## src/rtl/core/x86rs_pkg.sv

```systemverilog
// ----------------------------------------------------------------------------
// x86rs_pkg
// Types, constants and operand helpers for the register ALU step block.
// ----------------------------------------------------------------------------
package x86rs_pkg;

	localparam int SLOT_COUNT = 12;
	localparam int SLOT_W     = 4;
	localparam int WORD_W     = 16;

	localparam int ZF_BIT = 6;
	localparam int PF_BIT = 2;
	localparam int SF_BIT = 7;

	localparam logic [SLOT_W-1:0] IP_SLOT  = 4'd12;
	localparam logic [SLOT_W-1:0] SEG_BASE = 4'd8;

	localparam logic [1:0] KIND_GENERAL = 2'd0;
	localparam logic [1:0] KIND_SEGMENT = 2'd1;

	typedef enum logic [2:0] {
		CMD_MOV = 3'd0,
		CMD_ADD = 3'd1,
		CMD_SUB = 3'd2,
		CMD_CMP = 3'd3,
		CMD_JNZ = 3'd4
	} cmd_t;

	typedef enum logic [1:0] {
		PART_WIDE = 2'd0,
		PART_LOW  = 2'd1,
		PART_HIGH = 2'd2
	} part_t;

	typedef struct packed {
		logic [SLOT_W-1:0] slot;
		part_t             part;
	} operand_t;

	// Decoded instruction as it travels into the execute stage.
	typedef struct packed {
		cmd_t              cmd;
		logic [SLOT_W-1:0] dslot;
		part_t             dpart;
		logic              src_imm;
		part_t             spart;
		logic [WORD_W-1:0] imm;
		logic [WORD_W-1:0] tgt;
	} op_t;

	// Outcome of the execute stage.
	typedef struct packed {
		logic [SLOT_W-1:0] dest_slot;
		logic [WORD_W-1:0] dest_before;
		logic [WORD_W-1:0] dest_after;
		logic [WORD_W-1:0] ip_after;
		logic [WORD_W-1:0] flags_after;
		logic              written;
	} res_t;

	function automatic operand_t decode_operand(logic is_seg, logic [2:0] field, logic w);
		operand_t o;
		if (is_seg) begin
			o.slot = SEG_BASE | {2'b00, field[1:0]};
			o.part = PART_WIDE;
		end else if (w) begin
			o.slot = {1'b0, field};
			o.part = PART_WIDE;
		end else begin
			o.slot = {2'b00, field[1:0]};
			o.part = field[2] ? PART_HIGH : PART_LOW;
		end
		return o;
	endfunction

	function automatic logic [WORD_W-1:0] part_get(logic [WORD_W-1:0] full, part_t part);
		logic [WORD_W-1:0] v;
		unique case (part)
			PART_LOW:  v = {8'h00, full[7:0]};
			PART_HIGH: v = {8'h00, full[15:8]};
			default:   v = full;
		endcase
		return v;
	endfunction

	function automatic logic [WORD_W-1:0] part_put(logic [WORD_W-1:0] full,
			logic [WORD_W-1:0] v, part_t part);
		logic [WORD_W-1:0] r;
		unique case (part)
			PART_LOW:  r = {full[15:8], v[7:0]};
			PART_HIGH: r = {v[7:0], full[7:0]};
			default:   r = v;
		endcase
		return r;
	endfunction

endpackage

```

## src/rtl/core/x86_16_register_alu_step.sv

```systemverilog
// An accepted transaction is registered with its register file reads, then in the
// output registers on the result ports; one instruction per cycle while not stalled.
// Register reads and the execute stage overlap; a write in flight is forwarded.
// Reset clears the register file valid bits, IP, flags and all valid flags at once;
// no clearing pass is needed and the block accepts right after reset.
// ----------------------------------------------------------------------------
// x86_16_register_alu_step
// Top level: decode, register file read, execute and output register.
// ----------------------------------------------------------------------------
module x86_16_register_alu_step (
	input  logic        clk,
	input  logic        arst_n,
	input  logic        in_valid,
	output logic        in_stall,
	input  logic [2:0]  command,
	input  logic        wide,
	input  logic        dest_kind,
	input  logic [2:0]  dest_field,
	input  logic [1:0]  source_kind,
	input  logic [2:0]  source_field,
	input  logic [15:0] immediate_value,
	input  logic [15:0] jump_target,
	output logic        out_valid,
	input  logic        out_stall,
	output logic [3:0]  dest_slot,
	output logic [15:0] dest_before,
	output logic [15:0] dest_after,
	output logic [15:0] ip_before,
	output logic [15:0] ip_after,
	output logic [15:0] flags_before,
	output logic [15:0] flags_after,
	output logic        register_written
);
	import x86rs_pkg::*;

	operand_t          d_dec;
	operand_t          s_dec;
	op_t               op_in;
	op_t               op_s1;
	logic              valid_s1;
	logic              fwd_d_s1;
	logic              fwd_s_s1;
	logic [WORD_W-1:0] fwd_data_s1;
	logic [WORD_W-1:0] rd_d;
	logic [WORD_W-1:0] rd_s;
	logic [WORD_W-1:0] dfull;
	logic [WORD_W-1:0] sfull;
	logic [WORD_W-1:0] ip_q;
	logic [WORD_W-1:0] flags_q;
	res_t              res;
	logic              accept;
	logic              s1_adv;
	logic              s1_fire;
	logic              wr_en;

	logic              out_valid_q;
	logic [SLOT_W-1:0] dest_slot_q;
	logic [WORD_W-1:0] dest_before_q;
	logic [WORD_W-1:0] dest_after_q;
	logic [WORD_W-1:0] ip_before_q;
	logic [WORD_W-1:0] ip_after_q;
	logic [WORD_W-1:0] flags_before_q;
	logic [WORD_W-1:0] flags_after_q;
	logic              written_q;

	assign d_dec = decode_operand(dest_kind, dest_field, wide);
	assign s_dec = decode_operand(source_kind == KIND_SEGMENT, source_field, wide);

	always_comb begin
		op_in.cmd     = cmd_t'(command);
		op_in.dslot   = d_dec.slot;
		op_in.dpart   = d_dec.part;
		op_in.src_imm = source_kind[1];
		op_in.spart   = s_dec.part;
		op_in.imm     = immediate_value;
		op_in.tgt     = jump_target;
	end

	assign s1_adv   = !out_valid_q || !out_stall;
	assign s1_fire  = valid_s1 && s1_adv;
	assign in_stall = valid_s1 && !s1_adv;
	assign accept   = in_valid && !in_stall;
	assign wr_en    = s1_fire && res.written;

	x86rs_regfile u_regfile (
		.clk       (clk),
		.arst_n    (arst_n),
		.rd_en     (accept),
		.rd_addr_a (d_dec.slot),
		.rd_addr_b (s_dec.slot),
		.rd_data_a (rd_d),
		.rd_data_b (rd_s),
		.wr_en     (wr_en),
		.wr_addr   (op_s1.dslot),
		.wr_data   (res.dest_after)
	);

	// A write retiring at the edge that reads the same slot is captured here,
	// since the memory returns the old contents in that case.
	always_ff @(posedge clk) begin
		if (accept) begin
			op_s1       <= op_in;
			fwd_d_s1    <= wr_en && (op_s1.dslot == d_dec.slot);
			fwd_s_s1    <= wr_en && (op_s1.dslot == s_dec.slot);
			fwd_data_s1 <= res.dest_after;
		end
	end

	always_ff @(posedge clk or negedge arst_n) begin
		if (!arst_n) begin
			valid_s1 <= 1'b0;
		end else if (accept) begin
			valid_s1 <= 1'b1;
		end else if (s1_adv) begin
			valid_s1 <= 1'b0;
		end
	end

	assign dfull = fwd_d_s1 ? fwd_data_s1 : rd_d;
	assign sfull = fwd_s_s1 ? fwd_data_s1 : rd_s;

	x86rs_alu u_alu (
		.op    (op_s1),
		.dfull (dfull),
		.sfull (sfull),
		.ip    (ip_q),
		.flags (flags_q),
		.res   (res)
	);

	always_ff @(posedge clk or negedge arst_n) begin
		if (!arst_n) begin
			ip_q    <= '0;
			flags_q <= '0;
		end else if (s1_fire) begin
			ip_q    <= res.ip_after;
			flags_q <= res.flags_after;
		end
	end

	always_ff @(posedge clk or negedge arst_n) begin
		if (!arst_n) begin
			out_valid_q <= 1'b0;
		end else if (s1_fire) begin
			out_valid_q <= 1'b1;
		end else if (!out_stall) begin
			out_valid_q <= 1'b0;
		end
	end

	always_ff @(posedge clk) begin
		if (s1_fire) begin
			dest_slot_q    <= res.dest_slot;
			dest_before_q  <= res.dest_before;
			dest_after_q   <= res.dest_after;
			ip_before_q    <= ip_q;
			ip_after_q     <= res.ip_after;
			flags_before_q <= flags_q;
			flags_after_q  <= res.flags_after;
			written_q      <= res.written;
		end
	end

	assign out_valid        = out_valid_q;
	assign dest_slot        = dest_slot_q;
	assign dest_before      = dest_before_q;
	assign dest_after       = dest_after_q;
	assign ip_before        = ip_before_q;
	assign ip_after         = ip_after_q;
	assign flags_before     = flags_before_q;
	assign flags_after      = flags_after_q;
	assign register_written = written_q;

endmodule

```

## src/rtl/core/x86rs_regfile.sv

```systemverilog
// ----------------------------------------------------------------------------
// x86rs_regfile
// General and segment register storage: one write port, two registered reads.
// ----------------------------------------------------------------------------
module x86rs_regfile (
	input  logic                          clk,
	input  logic                          arst_n,
	input  logic                          rd_en,
	input  logic [x86rs_pkg::SLOT_W-1:0]  rd_addr_a,
	input  logic [x86rs_pkg::SLOT_W-1:0]  rd_addr_b,
	output logic [x86rs_pkg::WORD_W-1:0]  rd_data_a,
	output logic [x86rs_pkg::WORD_W-1:0]  rd_data_b,
	input  logic                          wr_en,
	input  logic [x86rs_pkg::SLOT_W-1:0]  wr_addr,
	input  logic [x86rs_pkg::WORD_W-1:0]  wr_data
);
	import x86rs_pkg::*;

	logic [WORD_W-1:0] mem_q [SLOT_COUNT];
	logic [SLOT_COUNT-1:0] valid_q;
	logic [WORD_W-1:0] rd_data_a_q;
	logic [WORD_W-1:0] rd_data_b_q;

	// Entries that were never written since reset read as zero.
	always_ff @(posedge clk or negedge arst_n) begin
		if (!arst_n) begin
			valid_q <= '0;
		end else if (wr_en) begin
			valid_q[wr_addr] <= 1'b1;
		end
	end

	always_ff @(posedge clk) begin
		if (wr_en) begin
			mem_q[wr_addr] <= wr_data;
		end
	end

	always_ff @(posedge clk) begin
		if (rd_en) begin
			rd_data_a_q <= valid_q[rd_addr_a] ? mem_q[rd_addr_a] : '0;
			rd_data_b_q <= valid_q[rd_addr_b] ? mem_q[rd_addr_b] : '0;
		end
	end

	assign rd_data_a = rd_data_a_q;
	assign rd_data_b = rd_data_b_q;

endmodule

```

## src/rtl/core/x86rs_alu.sv

```systemverilog
// ----------------------------------------------------------------------------
// x86rs_alu
// Execute stage: operand selection, move, add, subtract and compare, flag update, branch.
// ----------------------------------------------------------------------------
module x86rs_alu (
	input  x86rs_pkg::op_t                op,
	input  logic [x86rs_pkg::WORD_W-1:0]  dfull,
	input  logic [x86rs_pkg::WORD_W-1:0]  sfull,
	input  logic [x86rs_pkg::WORD_W-1:0]  ip,
	input  logic [x86rs_pkg::WORD_W-1:0]  flags,
	output x86rs_pkg::res_t               res
);
	import x86rs_pkg::*;

	logic [WORD_W-1:0] dval;
	logic [WORD_W-1:0] sval;
	logic [WORD_W-1:0] wmask;
	logic [WORD_W-1:0] sum;
	logic [WORD_W-1:0] diff;
	logic [WORD_W-1:0] value;
	logic [WORD_W-1:0] arith_flags;
	logic [WORD_W-1:0] new_flags;
	logic [WORD_W-1:0] new_ip;
	logic              write;
	logic              arith;

	assign dval  = part_get(dfull, op.dpart);
	assign sval  = op.src_imm ? op.imm : part_get(sfull, op.spart);
	assign wmask = (op.dpart == PART_WIDE) ? 16'hFFFF : 16'h00FF;
	assign sum   = (dval + sval) & wmask;
	assign diff  = (dval - sval) & wmask;

	always_comb begin
		value  = dfull;
		write  = 1'b0;
		arith  = 1'b0;
		new_ip = ip;
		unique case (op.cmd)
			CMD_MOV: begin
				value = sval & wmask;
				write = 1'b1;
			end
			CMD_ADD: begin
				value = sum;
				write = 1'b1;
				arith = 1'b1;
			end
			CMD_SUB: begin
				value = diff;
				write = 1'b1;
				arith = 1'b1;
			end
			CMD_CMP: begin
				value = diff;
				arith = 1'b1;
			end
			CMD_JNZ: begin
				new_ip = flags[ZF_BIT] ? ip : op.tgt;
			end
			default: begin
				value = dfull;
			end
		endcase
	end

	// Parity looks at the low byte only; sign comes from the operation width.
	always_comb begin
		arith_flags         = flags;
		arith_flags[ZF_BIT] = (value == '0);
		arith_flags[PF_BIT] = ~^value[7:0];
		arith_flags[SF_BIT] = (op.dpart == PART_WIDE) ? value[15] : value[7];
		new_flags           = arith ? arith_flags : flags;
	end

	always_comb begin
		if (op.cmd == CMD_JNZ) begin
			res.dest_slot   = IP_SLOT;
			res.dest_before = ip;
			res.dest_after  = new_ip;
		end else begin
			res.dest_slot   = op.dslot;
			res.dest_before = dfull;
			res.dest_after  = write ? part_put(dfull, value, op.dpart) : dfull;
		end
		res.ip_after    = new_ip;
		res.flags_after = new_flags;
		res.written     = write;
	end

endmodule

```

## config.mk

```make
export PLATFORM = sky130hd
export DESIGN_NAME = x86_16_register_alu_step
export DESIGN_NICKNAME = d
export VERILOG_FILES = /design/src/rtl/core/x86rs_pkg.sv /design/src/rtl/core/x86_16_register_alu_step.sv /design/src/rtl/core/x86rs_regfile.sv /design/src/rtl/core/x86rs_alu.sv
export SDC_FILE = /design/constraint.sdc
export NUM_CORES = 1
export LEC_CHECK = 0
export BUFFER_PORTS_ARGS = -buffer_cell sky130_fd_sc_hd__buf_2
export CAP_MARGIN = 20
export CORE_MARGIN = 2
export CORE_UTILIZATION = 60
export DETAILED_ROUTE_END_ITERATION = 7
export GPL_ROUTABILITY_DRIVEN = 0
export GPL_TIMING_DRIVEN = 0
export PLACE_DENSITY_LB_ADDON = 0.15
export SYNTH_ARGS = -nofsm -noshare
export SYNTH_HDL_FRONTEND = slang
export SYNTH_SLANG_ARGS = --single-unit
```

## constraint.sdc

```tcl
create_clock -name clk -period 5.75 [get_ports clk]
set_input_delay 0.8625 -clock clk [delete_from_list [all_inputs] [get_ports clk]]
set_output_delay 0.8625 -clock clk [all_outputs]
set_load 0.02 [all_outputs]
```

Yosys cells after proc, flatten, opt, wreduce, memory -nomap -nowiden
Memories as Yosys holds them, arrays and structs flattened. A register that Yosys moved wholly into a read port is not among the register bits.
Index checks and enable logic that the tools add are counted.
{ "word_totals": {"register_bits": 209, "ram_bits": 192, "output_inout_bits": 103, "mem_count": 1} }
{ "mem_list": {"columns": ["memory", "depth", "width", "rd", "rd_clocked_by_memory_dff", "write_ports", "line_no", "text"], "rows": [
  ["u_regfile.mem_q", 12, 16, 2, 2, 1, "x86rs_regfile.sv:19", "logic [WORD_W-1:0] mem_q [SLOT_COUNT];"]
]} }
{ "classes": {"add_sub_neg": 2, "n_lt_le_gt_ge": 4, "eq_ne": 12, "muxes": 34, "n_bitwise": 4, "n_reduce_logical": 24} }
{ "op_table": {"columns": ["cell", "n"], "rows": [
  ["16-bit 2-to-1 mux", 7],
  ["16-bit case mux with 2 select lines", 3],
  ["16-bit AND", 3],
  ["16-bit case mux with 3 select lines", 1],
  ["32-bit 2-to-1 mux", 1],
  ["16-bit adder", 1],
  ["16-bit zero test", 1],
  ["16-bit subtractor", 1],
  ["4-bit by 5-bit less-than comparator with 1-bit output, second input constant", 3],
  ["1-bit 2-to-1 mux", 12],
  ["6-bit 2-to-1 mux", 2],
  ["12-bit OR", 1],
  ["5-bit 2-to-1 mux", 2],
  ["1-bit binary-select mux with 4-bit select", 2],
  ["4-bit equality test", 2],
  ["8-bit 2-to-1 mux", 1],
  ["8-bit XNOR reduction", 1],
  ["1-bit logical AND", 7],
  ["2-bit by 1-bit equality test with 1-bit output, second input constant", 3],
  ["3-bit by 2-bit equality test with 1-bit output, second input constant", 2],
  ["1-bit zero test", 6],
  ["2-bit OR reduction", 3],
  ["3-bit OR reduction", 2],
  ["1-bit demux with 4-bit select", 1],
  ["other kinds (10)", 12]
]} }

Longest topological paths before layout
Gate-level depths: netlist of run 1.
{ "depth": {"word_depth": 9, "ltp_mapped": 23} }

Cells and area by module
From an unflattened synthesis of run 1, not the netlist that was laid out.
{ "hier_totals": {"cells_unflattened": 1254, "hier_area_um2": 20220.6} }
{ "modules_own_cells": {"columns": ["mod", "instances", "cells_each", "area_per_inst_um2", "seq_area_each_um2"], "rows": [
  ["x86rs_regfile", 1, 510, 10338.7, 7026.7],
  ["x86_16_register_alu_step", 1, 299, 6726.5, 5745.5],
  ["x86rs_alu", 1, 445, 3155.5, 0.0]
]} }

Least setup slack after synthesis of run 1
Ideal clock, no wire load.
{ "synth_timing": {"path_type": "reg-to-reg", "from": "register op_s1[32] (netlist name)", "to": "register dest_after_q[15], in the netlist dest_after[15] (data pin)", "arrival_time_ns": 4.268, "t_required_ns": 5.425, "path_slack_ns": 1.157, "path_stages_with_launch": 18, "path_buffers": 1, "synth_period_minus_slack_ns": 4.593, "cell_sequence": "edfxtp_1 inv_1 ha_1 or3b_1 buf_6 o221ai_1 or3_4 o21ai_0 xor2_1 ha_1 o21a_1 o211ai_1 a211oi_1 o31a_1 o22ai_1 a211o_1 a31oi_1 o31ai_1"} }
{ "synth_lines": {"columns": ["item", "line_no", "text"], "rows": [
  ["start: declaration", "x86_16_register_alu_step.sv:39", "op_t op_s1;"],
  ["start signal: assignment", "x86_16_register_alu_step.sv:102", "op_s1 <= op_in;"],
  ["end signal: assignment", "x86_16_register_alu_step.sv:155", "dest_after_q <= res.dest_after;"],
  ["end: declaration", "x86_16_register_alu_step.sv:59", "logic [WORD_W-1:0] dest_after_q;"]
]} }

==> results.yml, run 1 <==
power_and_ir_drop:
  power.density_nw_per_um2: 357
  power.leakage_nw: 7.96
  power.internal_mw: 5.64
  pwr-share-comb_pct: 20.0
  total_switching_power_mw: 2.21
  share_clk_of_total_power_pct: 33.4
  power.total_mw: 7.84
  share_seq_of_total_power_pct: 46.6
  irDropWorstVdd_mv: 0.266
  power.switching_fraction_pct: 28.1
synthesis:
  synth-edff-count: 361
  yosysUniqueCellTypes: 69
  sequential_share_of_the_synthesized_area_pct: 61.4
  cell_area_after_synthesis_um2: 19000
  synthesis.instances: 1274
  synth-main-ff-cell: "edfxtp_1"
  ys_warn_count: 0
  synth.ff_latch_count: 394
  async_flop_share_pct: 8.38
  synth_area_per_cell_um2: 14.9
timing:
  final_setup_violations: 0
  slew-limit-headroom_pct: 26.1
  worstMarginPinSlew_ps: 1110
  finalWorstSetupSlack_ps: 359
  timing.final.crit_period_ps: 5390
  timing.clock.skew_ps: 16.3
  rsz0062_at_grt: "no"
  layout_worst_path_cycle_share_pct: 93.8
  fin_tns_setup_ps: 0
  finalHoldViolCount: 0
  timing.fmax_mhz: 185
  timing.final.max_slew_violations: 0
finish:
  num-fill-cells: 2099
  final_net_count: 1566
  seqCellArea_um2: 11700
  utilization_pct: 70.0
  syn2layout_area_growth_pct: 15.7
  antenna_cells: 0
  drive_gt1_share_pct: 28.2
  final_cell_mix: "361 x edfxtp_1, 127 x buf_2, 102 x mux4_2"
  most_frequent_standard_cell_in_the_layout_excluding_fill_and_tap_cells: "edfxtp_1"
  multiInputGateArea_um2: 6920
  final_cells: 1925
die:
  floorplan.io_pins: 152
  floorplan.core_area_um2: 31400
  initial_utilization_pct: 60.5
  die_boundary_height_um: 182
  die-area_um2: 33100
  floorplan.rows: 65
  fp.dieW_um: 182
detailed_routing:
  post-route-drc-count: 0
  final_antenna_net_count: 0
  viasPerCell: 6.46
  detailedRoute.firstPassIterationCount: 5
  first_iter_violations: 1233
  route.detailed.wl_per_inst_um: 25.9
  detailroute.via_count: 12400
  finalWirelength_mm: 49.9
grt:
  total_global_routing_track_utilization_pct: 30.7
  globalRoute.busiestLayer: "met2"
  remaining_global_route_overflow: 0
  grt_antenna_before_repair: 0
  grt_first_pass_wirelength_mm: 75.2
  grt_start_max_net_pins: 69
  grt_use_met1_pct: 39.5
  number_of_global_route_vias_before_repair: 12700
  globalRouteMet3Util_pct: 4.93
  grt.met2_usage_pct: 52.2
cts:
  worst_skew_pair.late_latency_ps: 540
  clk_path_buf_depth: 3
  holdBufCountCts: 0
  post_cts_resized: 1
  tritoncts.num_buffers: 41
  clock_tree.htree_level_count: 2
  cts_setup_buffers: 0
  cts_sinks: 394
  cts_tree: "built"
  clkTransAtPathRegs_ps: 60
  clockRootBuffer: "clkbuf_16"
run_status:
  result_of_the_run: "finished clean"
worst_setup_path:
  cp_slowest_cell: "a2111oi_1"
  worst-r2r-cell-count: 22
  critPathMaxStageDelay_ps: 510
  crit_path_end: "flags_after[6]$_DFFE_PP_"
  endpoint_of_the_worst_register_to_register_path: "flags_after[6]$_DFFE_PP_"
  worst_path_most_repeated_cell: "nand2_1"
  worstPathRequired_ps: 6130
  timing.reg2reg.setup_slack_ps: 360
  setup.worst_path.start_class: "flop"
  crit_path_cell_trace: "inv_1 -> ha_1 -> or3b_1 -> buf_6 -> o221ai_1 -> nor2_1 -> nand2_1 -> nand2_1 -> xor2_1 -> ha_1 -> o211ai_1 -> a21o_1 -> nand2_1 -> a31oi_1 -> xnor2_1 -> a21oi_2 -> ha_1 -> and4_1 -> nand2_1 -> a2111oi_1 -> nand4_1 -> a2bb2oi_1"
  endpoint_kind: "flop"
  critPathLaunch: "op_s1[32]$_SDFFCE_PP0P_"
  rr_startpoint: "op_s1[32]$_SDFFCE_PP0P_"
  crit_arrival_ps: 5770
  cp_max_fo: 8
  setup.worst_path.class: "reg2reg"
placed_design:
  detailedPlace.worstSlack_ps: -19.1
  place.detailed.hpwl_mm: 35.8
  place.port_buffers: 122
  placedCellCount: 1847
hold_path:
  worst_hold_path_type: "in2async"
job:
  drv.max_cap_violation_count: 0
## metrics by stage
stage / area [um2] / hold WS, ps
2_1_floorplan: 19100 / 423
3_3_place_gp: 20200 / 430
3_5_place_dp: 20600 / 440
4_1_cts: 21900 / 446
5_1_grt: 22000 / 466
6_report: 22000 / 452
## worst max-delay path: cells and delay by family (launching register included)
kind / cells / cell delay (ps)
AND/OR/NAND/NOR: 8 / 1330
buffers and inverters: 2 / 210
AO/OA/AOI/OAI: 7 / 2100
flip-flops: 1 / 380
adder cells (fa/ha/maj): 3 / 910
XOR/XNOR: 2 / 280
## power groups by stage
| stage | registers, mW | logic [mW] | clock network, mW |
|---|---|---|---|
| 6_report | 3.65 | 1.57 | 2.62 |
| 3_3_place_gp | 3.71 | 1.46 | 0 |
| 2_1_floorplan | 3.80 | 0.922 | 0 |
| 4_1_cts | 3.65 | 1.54 | 2.65 |
| 3_5_place_dp | 3.71 | 1.52 | 0 |
| 5_1_grt | 3.68 | 1.67 | 2.75 |
## sequential cells by signal (all words and copies together) (netlist names), 3 cells and up
register             flops
dest_after              16
ip_before               16
dest_before             16
u_regfile.rd_data_a     16
dest_slot                4
u_regfile.mem_q        192
flags_before             3
ip_q                    16
op_s1                   44
ip_after                16
u_regfile.rd_data_b     16
u_regfile.valid_q       12
flags_after              3
fwd_data_s1             16
flags_q                  3
## cell families after synthesis
kind of cell    count (synthesis)  share of synthesized area (%)
other cells                     1                         0.0197
mux                           204                           17.8
xor+xnor                       32                           1.48
compound gates                227                           7.91
fa+ha+maj                      26                           1.75
buf+inv                       118                           3.03
simple gates                  272                           6.60
flops                         394                           61.4
## Yosys cell counts, types with 4 or more instances
library cell | number | area share, %
clkbuf_1 | 51 | 1.0
xor2_1 | 14 | 0.65
nor2_1 | 94 | 1.9
ha_1 | 25 | 1.6
nand3_1 | 25 | 0.66
a211oi_1 | 22 | 0.87
a21o_1 | 6 | 0.24
buf_4 | 27 | 1.1
nand2_1 | 79 | 1.6
buf_1 | 14 | 0.28
o221ai_1 | 12 | 0.55
o221ai_2 | 5 | 0.40
nor3_1 | 12 | 0.32
o21ai_1 | 8 | 0.21
dfrtp_1 | 33 | 4.3
o22a_1 | 9 | 0.42
o21a_1 | 6 | 0.24
nor2b_1 | 5 | 0.16
xnor2_1 | 18 | 0.83
mux4_2 | 102 | 12
o31ai_1 | 5 | 0.20
and2_1 | 4 | 0.13
o211ai_1 | 5 | 0.20
edfxtp_1 | 361 | 57
o22ai_1 | 10 | 0.33
or2_2 | 13 | 0.43
mux2_2 | 34 | 2.0
buf_2 | 4 | 0.11
mux2i_1 | 66 | 3.5
or3_1 | 4 | 0.13
inv_1 | 17 | 0.34
a21oi_1 | 79 | 2.1
nand2b_1 | 18 | 0.59
o21ai_0 | 34 | 0.90
## final cells by class
type	instances	share of cell area [%]
sequential	394	53.1
multi-input combinational	787	31.5
clock buffer	53	5.02
timing repair buffer	150	4.46
buffer	98	2.29
tap	402	2.29
clock inverter	22	1.01
inverter	19	0.325
## metal layers
layer | routed length, um | part of all wire [%] | vias up
met5 | 0 | 0 | -
met4 | 2230 | 4.5 | 0
met3 | 4430 | 8.9 | 147
met2 | 25000 | 50 | 686
met1 | 18300 | 37 | 6188
li1 | - | - | 5408
## how the worst min path moves through the flow
stage	end	slack [ps]	depth (start not counted)
global route	flags_before[6]$_DFFE_PP_	470	0
finish	ip_q[4]$_DFFE_PN0P_	450	1
global placement	flags_before[6]$_DFFE_PP_	430	0
detailed placement	flags_before[6]$_DFFE_PP_	440	0
floorplan	flags_before[6]$_DFFE_PP_	420	0
CTS	u_regfile.valid_q[11]$_DFFE_PN0P_	450	1
Note: power is estimated with default switching activity, not from simulation.
==> inputs of run 2 (changes only) <==
- CORE_UTILIZATION: 60 -> 55
- clock period: 5.75 -> 4.6 ns (I/O delays scaled with it)
==> results.yml, run 2 (synthesis gave the netlist of run 1 again) <==
placed_design:
  place.port_buffers: 122
  place.detailed.hpwl_mm: 35.0
  placedCellCount: 1899
  placed_cell_area_um2: 20700
run_status:
  violations_in_the_final_reports: "negative setup slack"
  result_of_the_run: "complete, but fails checks"
timing:
  finalHoldWorstSlack_ps: 271
  finalHoldViolCount: 0
  finalWorstSetupSlack_ps: -70.4
  fin_tns_setup_ps: -731
  timing.final.crit_period_ps: 4670
  rsz0062_at_grt: "yes"
  worstMarginPinSlew_ps: 1100
  layout_worst_path_cycle_share_pct: 102
  final_setup_violations: 14
  timing.final.max_slew_violations: 0
  slew-limit-headroom_pct: 26.8
  timing.clock.skew_ps: 12.3
  timing.fmax_mhz: 214
finish:
  final_area_um2: 22900
  most_frequent_standard_cell_in_the_layout_excluding_fill_and_tap_cells: "edfxtp_1"
  syn2layout_area_growth_pct: 20.6
  num-fill-cells: 2368
  drive_gt1_share_pct: 34.0
  final_cell_mix: "361 x edfxtp_1, 127 x buf_2, 102 x mux4_2"
  antenna_cells: 0
  final_net_count: 1601
  final_cells: 2012
  largest_reg_flops: 192
  largest_register_by_flop_count: "u_regfile.mem_q"
  layout_top_registers: "u_regfile.mem_q x192, op_s1 x44"
worst_setup_path:
  crit_arrival_ps: 4960
  crit_path_cell_trace: "buf_6 -> ha_4 -> o21bai_4 -> buf_12 -> o221a_4 -> nand2_2 -> or3_4 -> o21ai_4 -> xor2_2 -> ha_4 -> o21a_1 -> o211ai_1 -> a211oi_2 -> o31a_1 -> o22ai_2 -> nand4_1 -> a31oi_4 -> o31ai_4 -> buf_6 -> buf_8"
  endpoint_of_the_worst_register_to_register_path: "fwd_data_s1[15]$_DFFE_PP_"
  cp_slowest_cell: "or3_4"
  path_buf_inv: 4
  rr_startpoint: "op_s1[32]$_SDFFCE_PP0P_"
  setup.worst_path.start_class: "flop"
  worst-r2r-cell-count: 20
  critPathMaxStageDelay_ps: 440
  endpoint_kind: "flop"
  cp_max_fo: 7
  setup.worst_path.class: "reg2reg"
  crit_path_max_delay_family: "compound AO/OA/AOI/OAI gates"
  worstPathRequired_ps: 4890
  timing.reg2reg.setup_slack_ps: -70
die:
  initial_utilization_pct: 55.4
  die_boundary_height_um: 190
  fp.dieW_um: 190
  floorplan.io_pins: 152
  floorplan.core_area_um2: 34300
  die-area_um2: 36000
  floorplan.rows: 68
power_and_ir_drop:
  power.internal_mw: 7.21
  power.leakage_nw: 8.27
  irDropWorstVdd_mv: 0.434
  share_seq_of_total_power_pct: 45.3
  pwr-share-comb_pct: 22.7
  power.total_mw: 10.1
  share_clk_of_total_power_pct: 32.0
  total_switching_power_mw: 2.90
  power.density_nw_per_um2: 441
  power.switching_fraction_pct: 28.7
detailed_routing:
  detailroute.via_count: 12300
  post-route-drc-count: 0
  first_iter_violations: 1235
  detailedRoute.firstPassIterationCount: 6
  viasPerCell: 6.14
  route.detailed.wl_per_inst_um: 25.1
  final_antenna_net_count: 0
  finalWirelength_mm: 50.6
grt:
  grt_start_max_net_pins: 62
  grt_antenna_before_repair: 0
  grt_first_pass_wirelength_mm: 73.1
  number_of_global_route_vias_before_repair: 12200
  remaining_global_route_overflow: 0
  total_global_routing_track_utilization_pct: 27.6
cts:
  clockRootBuffer: "clkbuf_16"
  tritoncts.num_buffers: 41
  cts_tree: "built"
  worst_skew_pair.late_latency_ps: 550
  clkTransAtPathRegs_ps: 60
  cts_sinks: 394
  clock_tree.htree_level_count: 2
  clk_path_buf_depth: 3
hold_path:
  worst_hold_path_type: "in2async"
job:
  drv.max_cap_violation_count: 0
[run 2: cell count changes in the layout (fill, tap and decap cells not counted), moves of 8 or more]
cell and change:
o21ai_0 -10, mux2i_1 -8, buf_4 +29, clkbuf_1 -8
[run 2: final cells by class]
| class | instances | area (um2) | share of cell area (%) |
|---|---|---|---|
| multi-input combinational | 788 | 7490 | 32.7 |
| clock inverter | 29 | 248 | 1.08 |
| inverter | 19 | 71.3 | 0.311 |
| buffer | 97 | 502 | 2.19 |
| tap | 455 | 569 | 2.48 |
| timing repair buffer | 185 | 1300 | 5.67 |
| clock buffer | 45 | 1060 | 4.64 |
| sequential | 394 | 11700 | 50.9 |
[run 2: metal layers]
| metal | track usage, % | vias up | wire length [um] | part of all wire, % |
|---|---|---|---|---|
| li1 | - | 5473 | - | - |
| met1 | 34.6 | 6120 | 19200 | 38 |
| met2 | 47.2 | 597 | 25100 | 50 |
| met3 | 5.07 | 157 | 3970 | 7.9 |
| met4 | 12.1 | 0 | 2370 | 4.7 |
| met5 | 0 | - | 0 | 0 |
[run 2: how the worst max path moves through the flow]
stage / end / depth (start not counted) / slack [ps] / from
detailed placement: flags_after[6]$_DFFE_PP_ / 19 / -1120 / fwd_d_s1$_DFFE_PP_
CTS: flags_q[2]$_DFFE_PN0P_ / 20 / -0.6 / op_s1[32]$_SDFFCE_PP0P_
global placement: u_regfile.mem_q[0][12]$_DFFE_PP_ / 14 / -1690 / fwd_d_s1$_DFFE_PP_
finish: fwd_data_s1[15]$_DFFE_PP_ / 20 / -70 / op_s1[32]$_SDFFCE_PP0P_
global route: fwd_data_s1[15]$_DFFE_PP_ / 20 / -210 / op_s1[32]$_SDFFCE_PP0P_
floorplan: dest_after[15]$_DFFE_PP_ / 17 / 7 / op_s1[32]$_SDFFCE_PP0P_
[run 2: power groups by stage]
stage / registers, mW / logic (mW) / clock network [mW]
after detailed placement: 4.64 / 1.90 / 0
final: 4.58 / 2.30 / 3.23
after global placement: 4.65 / 1.83 / 0
after floorplan: 4.75 / 1.15 / 0
after global routing: 4.61 / 2.44 / 3.40
after CTS: 4.57 / 2.04 / 3.29
[run 2: timing repair]
action,in CTS,in global routing
pin swaps,17,46
gates cloned,0,2
setup buffers,14,23
resized for setup,46,79
hold buffers,0,0
endpoints found under the setup margin,158,156
[run 2: through the flow]
stage	utilization [%]	setup slack, ps
after floorplan	-	7.25
after global placement	59.1	-1690
after detailed placement	60.3	-1120
after CTS	65.0	-0.610
after global routing	66.8	-208
final	66.8	-70.4
